==> config.mk <==
export PLATFORM = sky130hd
export DESIGN_NAME = lrupr_min_cmp
export DESIGN_NICKNAME = d
export VERILOG_FILES = /design/src/hdl/lrupr_pkg.sv /design/src/hdl/lrupr_min_cmp.sv
export SDC_FILE = /design/constraint.sdc
export NUM_CORES = 1
export LEC_CHECK = 0
export BUFFER_PORTS_ARGS = -buffer_cell sky130_fd_sc_hd__buf_2
export CAP_MARGIN = 20
export CORE_MARGIN = 4
export CORE_UTILIZATION = 50
export CTS_BUF_LIST = sky130_fd_sc_hd__clkbuf_16
export DETAILED_ROUTE_END_ITERATION = 6
export PLACE_DENSITY = 0.75
export SKIP_CTS_REPAIR_TIMING = 1
export SYNTH_ARGS = -nofsm -noshare
export SYNTH_HDL_FRONTEND = slang
export SYNTH_SLANG_ARGS = --single-unit
==> constraint.sdc <==
create_clock -name clock -period 8 [get_ports clock]
set_input_delay 0.4 -clock clock [delete_from_list [all_inputs] [get_ports clock]]
set_output_delay 0.4 -clock clock [all_outputs]
set_load 0.03 [all_outputs]
==> src/hdl/lrupr_pkg.sv <==
package lrupr_pkg;

   // Field widths of the transfer items
   localparam int PID_W   = 5;
   localparam int PC_W    = 12;
   localparam int MASK_W  = 32;
   localparam int COUNT_W = 6;
   localparam int PAGE_W  = 5;
   localparam int STAMP_W = 32;

   typedef struct packed {
      logic [PID_W-1:0]   process_id;
      logic               active;
      logic [PC_W-1:0]    program_counter;
      logic [MASK_W-1:0]  resident_mask;
      logic [COUNT_W-1:0] page_count;
      logic               frame_free;
      logic               end_of_tick;
   } req_item_type;

   typedef struct packed {
      logic [PAGE_W-1:0] wanted_page;
      logic              pagein_request;
      logic              evict_valid;
      logic [PAGE_W-1:0] evict_page;
      logic              no_victim;
   } rsp_item_type;

   // Control from the sequencer to the shared compare unit
   typedef struct packed {
      logic clear;
      logic cand_valid;
   } cmp_ctrl_type;

   typedef enum logic [2:0] {
      ST_CLEAR,
      ST_IDLE,
      ST_CHECK,
      ST_SEARCH,
      ST_EVICT,
      ST_STAMP,
      ST_DONE
   } seq_state_type;

endpackage

==> src/hdl/lrupr_min_cmp.sv <==
module lrupr_min_cmp
   import lrupr_pkg::*;
#(
   parameter int IDX_W = 5
) (
   input  logic               clock,
   input  logic               reset,
   input  cmp_ctrl_type       ctrl,
   input  logic [IDX_W-1:0]   cand_page,
   input  logic [STAMP_W-1:0] cand_stamp,
   output logic               found,
   output logic [IDX_W-1:0]   best_page
);

   logic               found_ff;
   logic               found_in;
   logic [IDX_W-1:0]   best_page_ff;
   logic [IDX_W-1:0]   best_page_in;
   logic [STAMP_W-1:0] best_stamp_ff;
   logic [STAMP_W-1:0] best_stamp_in;
   logic               take;

   // Strictly older wins, so the lowest page keeps a tie
   assign take = ctrl.cand_valid && (!found_ff || (cand_stamp < best_stamp_ff));

   always_comb begin
      found_in      = found_ff;
      best_page_in  = best_page_ff;
      best_stamp_in = best_stamp_ff;
      if (ctrl.clear) begin
         found_in = 1'b0;
      end else if (take) begin
         found_in      = 1'b1;
         best_page_in  = cand_page;
         best_stamp_in = cand_stamp;
      end
   end

   always_ff @(posedge clock) begin
      if (reset) begin
         found_ff <= 1'b0;
      end else begin
         found_ff <= found_in;
      end
   end

   always_ff @(posedge clock) begin
      best_page_ff  <= best_page_in;
      best_stamp_ff <= best_stamp_in;
   end

   assign found     = found_ff;
   assign best_page = best_page_ff;

endmodule

# After elaboration in Yosys (flattened, before gate mapping)
# Cells that the tools add are included.
[totals] register_bits=38 latch_bits=0 ram_bits=0 mem_bits_ro=0 input_bits=41 output_inout_bits=6 elab_cells=10 n_memories=0
[op_classes] addsub=0 multipliers=0 n_div=0 magnitude_cmp=1 eq_ne=0 shifts=0 mux=0 bitwise_logic=1 reduce_logical=5
[op_table] op="$lt A32 B32 Y1" n=1
[op_table] op="$reduce_and A2 Y1" n=1
[op_table] op="$reduce_or A2 Y1" n=1
[op_table] op="$logic_and A1 B1 Y1" n=1
[op_table] op="$logic_not A1 Y1" n=1
[op_table] op="$logic_or A1 B1 Y1" n=1
[op_table] op="$not A1 Y1" n=1

# Depth between registers and ports, before layout
[depth] depth_word=4 mapped_depth=8 depth_no_buf=8

# Worst setup path before layout
# OpenSTA, ideal clock, no wires.
[synth_path] path_kind="input to register" from="in cand_stamp[25]" to="reg best_page_ff[0], in the netlist best_page[0] (enable)" setup_ps=436 arrival_ps=3068 required_time_ps=7564 slack_ps=4496 cell_stages=6 path_buffers=0 cell_sequence="ha_1 -> a21o_1 -> a21o_1 -> a211oi_1 -> nand3_1 -> o21ai_1"
[synth_via] elab_chain_cells=4
[synth_lines] item="start, declared" line="lrupr_min_cmp.sv:10" rtl="input logic [STAMP_W-1:0] cand_stamp,"
[synth_lines] item="$lt A32 B32 Y1" line="lrupr_min_cmp.sv:24" rtl="assign take = ctrl.cand_valid && (!found_ff || (cand_stamp < best_stamp_ff));"
[synth_lines] item="$logic_or A1 B1 Y1" line="lrupr_min_cmp.sv:24"
[synth_lines] item="$logic_and A1 B1 Y1" line="lrupr_min_cmp.sv:24"
[synth_lines] item="$reduce_and A2 Y1 (no line)"
[synth_lines] item="end signal, assigned" line="lrupr_min_cmp.sv:48" rtl="best_page_ff <= best_page_in;"
[synth_lines] item="end, declared" line="lrupr_min_cmp.sv:17" rtl="logic [IDX_W-1:0] best_page_ff;"
# No other way between the ends.
# A chain may end at the register's enable or synchronous reset.

# Final worst setup path
[layout_path] from="reg best_stamp_ff[29]" to="reg best_stamp_ff[8] (enable)"
[layout_via] elab_chain_cells=4
[layout_lines] item="start, declared" line="lrupr_min_cmp.sv:19" rtl="logic [STAMP_W-1:0] best_stamp_ff;"
[layout_lines] item="start signal, assigned" line="lrupr_min_cmp.sv:49" rtl="best_stamp_ff <= best_stamp_in;"
[layout_lines] item="$lt A32 B32 Y1" line="lrupr_min_cmp.sv:24"
[layout_lines] item="$logic_or A1 B1 Y1" line="lrupr_min_cmp.sv:24"
[layout_lines] item="$logic_and A1 B1 Y1" line="lrupr_min_cmp.sv:24"
[layout_lines] item="$reduce_and A2 Y1 (no line)"
# No other way between the ends.

==> results.json <==
{
  "grt_pass1_vias": 1375,
  "finalHoldViolations": 0,
  "fillCellCount": 285,
  "hold_class": "in2reg",
  "die-height_um": 70.52,
  "yosysSeqAreaShare": 0.5787,
  "fmaxAchievable_mhz": 379.4,
  "maxSlewHeadroom": 0.5713,
  "ys_warn_count": 0,
  "finalPower_mw": 0.5268,
  "rows": 22,
  "path_cells": "inv_1 -> ha_1 -> a21o_1 -> a21o_1 -> a221oi_2 -> nand3_1 -> o21ai_4 -> buf_16",
  "synthTopCellsByArea": "edfxtp_1 (57%), ha_1 (20%), inv_1 (6.1%)",
  "n_antenna_cell": 0,
  "die_area_um2": 4973,
  "multi_input_area_um2": 714.4,
  "yosysMostFrequentCell": "edfxtp_1",
  "skew_ps": 2.998,
  "grt_pass1_wl_mm": 5.602,
  "run_status": "finished, final reports clean",
  "cp-end-kind": "register",
  "drive_gt1_frac": 0.2970,
  "clk_pin_slew_ps": 50,
  "synth_area_um2": 1954,
  "h-tree-depth": 2,
  "remaining_drc_errors": 0,
  "synth_top_cell_by_area": "edfxtp_1",
  "netlist-cell-type-count": 25,
  "tritoncts": "built",
  "synth.ff_latch_count": 38,
  "tns_ps": 0,
  "root_buffer": "clkbuf_16",
  "crit_top_cell": "a21o_1",
  "totalWireLength_mm": 3.428,
  "vias_per_cell": 5.216,
  "grt_max_degree": 38,
  "crit_required_ps": 7990,
  "antenna_left": 0,
  "synth_edf_count": 37,
  "layout.nets": 273,
  "die_x_um": 70.52,
  "rsz0062_at_grt": "no",
  "io_buffers": 46,
  "crit_slowest_cell": "o21ai_4",
  "post-dp-hpwl_mm": 2.654,
  "start_util": 0.5259,
  "min_period_ps": 2636,
  "clock-sinks": 38,
  "drv_cap": 0,
  "setup_viol": 0,
  "synth_cells": 147,
  "period_share": 0.3295,
  "regArea_um2": 1131,
  "antenna_found_initial": 0,
  "core-area_um2": 3716,
  "grt_overflow": 0,
  "worst_pin_slew_ps": 640.6,
  "clock_path_buffers": 2,
  "power_density_nw_per_um2": 217.3,
  "startpoint_type": "register",
  "grtUsageTotal": 0.1478,
  "synth_top_area_frac": 0.5685,
  "synth_commonest_cells": "edfxtp_1 (37), inv_1 (32), ha_1 (31)",
  "synth_ff_type": "edfxtp_1",
  "worstSetupPathType": "reg2reg",
  "p_leak_nw": 1.180,
  "synthArstFlopShare": 0,
  "ir_worst_vdd_uv": 138.2,
  "drtPass1Iterations": 4,
  "syn_area_per_cell_um2": 13.30,
  "ios": 47,
  "wl_per_cell_um": 13.71,
  "area_delta_synth_final_pct": 24.07,
  "cp_max_fo": 20,
  "arrival_ps": 2630,
  "synth_nets": 219,
  "numCtsBuffers": 5,
  "slowest_delay_ps": 560,
  "drt_iter0_drc": 36,
  "globalplace.congestion": 0.8193,
  "vias": 1304,
  "clk_latency_ps": 280,
  "drv_slew": 0
}
-- layout by cell type, fill, tap and decap left out, types with 2 or more instances in the layout --
| master | synthesis | layout |
|---|---|---|
| edfxtp_1 | 37 | 37 |
| nand3_1 | 4 | 4 |
| ha_1 | 31 | 31 |
| nand2_1 | 3 | 3 |
| a21oi_1 | 7 | 7 |
| a21o_1 | 8 | 8 |
| inv_1 | 32 | 32 |
| clkbuf_16 | 0 | 5 |
| nand4_1 | 6 | 6 |
| nor2_1 | 2 | 2 |
| a221oi_2 | 2 | 2 |
| buf_2 | 0 | 46 |
-- registers in the layout, indices dropped and copies added (netlist names) --
signal / count
best_page: 5
found: 1
best_stamp_ff: 32
-- cells by family (layout without fill, tap and decap cells) --
| kind of cell | after synthesis | in the layout | share of synthesized area |
|---|---|---|---|
| AOI/OAI and AO/OA | 26 | 26 | 0.1018 |
| adders and majority gates | 31 | 31 | 0.1985 |
| DFF | 38 | 38 | 0.5787 |
| and+or+nand+nor | 20 | 20 | 0.05954 |
| buffers and inverters | 32 | 87 | 0.06146 |
-- where the power goes --
part / leakage (nW) / total, mW / internal (mW) / switching [mW]
Combinational: 0.749 / 0.0905 / 0.0388 / 0.0517
Clock: 0.0672 / 0.187 / 0.113 / 0.0733
Sequential: 0.364 / 0.250 / 0.244 / 0.00514
-- worst paths after layout --
check | from | endpoint | slack [ps] | depth (start not counted)
setup reg to reg | best_stamp_ff[29] | best_stamp_ff[8] | 5360 | 8
hold / removal | reset | found | 280 | 2
setup / recovery | best_stamp_ff[29] | best_stamp_ff[8] | 5360 | 8
hold reg to reg | found | found | 540 | 2
-- stage by stage --
step                      cell area (um2)  std cells  hold WS, ps    util  setup slack, ps
final                                2425        250        277.2  0.6525             5364
after global routing                 2425        250        283.8  0.6525             5141
after CTS                            2397        249        277.8  0.6451             5180
after floorplan                      1954        147        476.8       -             4496
after global placement               2256        241        514.8  0.6071             5100
after detailed placement             2256        241        535.7  0.6071             5029
-- area by class of cell --
type,count,share of cell area
sequential,38,0.4665
multi-input combinational,77,0.2946
timing repair buffer,47,0.1063
clock buffer,5,0.05160
inverter,32,0.04954
tap,48,0.02477
clock inverter,3,0.006708
-- worst max-delay path: cells and delay by family, from the launching register on --
| family | cells | cell delay [ps] |
|---|---|---|
| compound gates | 4 | 1230 |
| fa+ha+maj | 1 | 230 |
| buf+inv | 2 | 310 |
| flops | 1 | 370 |
| simple gates | 1 | 200 |
-- routing by layer --
layer / up-vias / global-route usage / share of wire
li1: 645 / - / -
met1: 610 / 0.1600 / 0.41
met2: 36 / 0.2412 / 0.49
met3: 13 / 0.04317 / 0.062
met4: 0 / 0.1149 / 0.040
met5: - / 0 / 0
No activity file was read; power rests on OpenSTA's default activity.
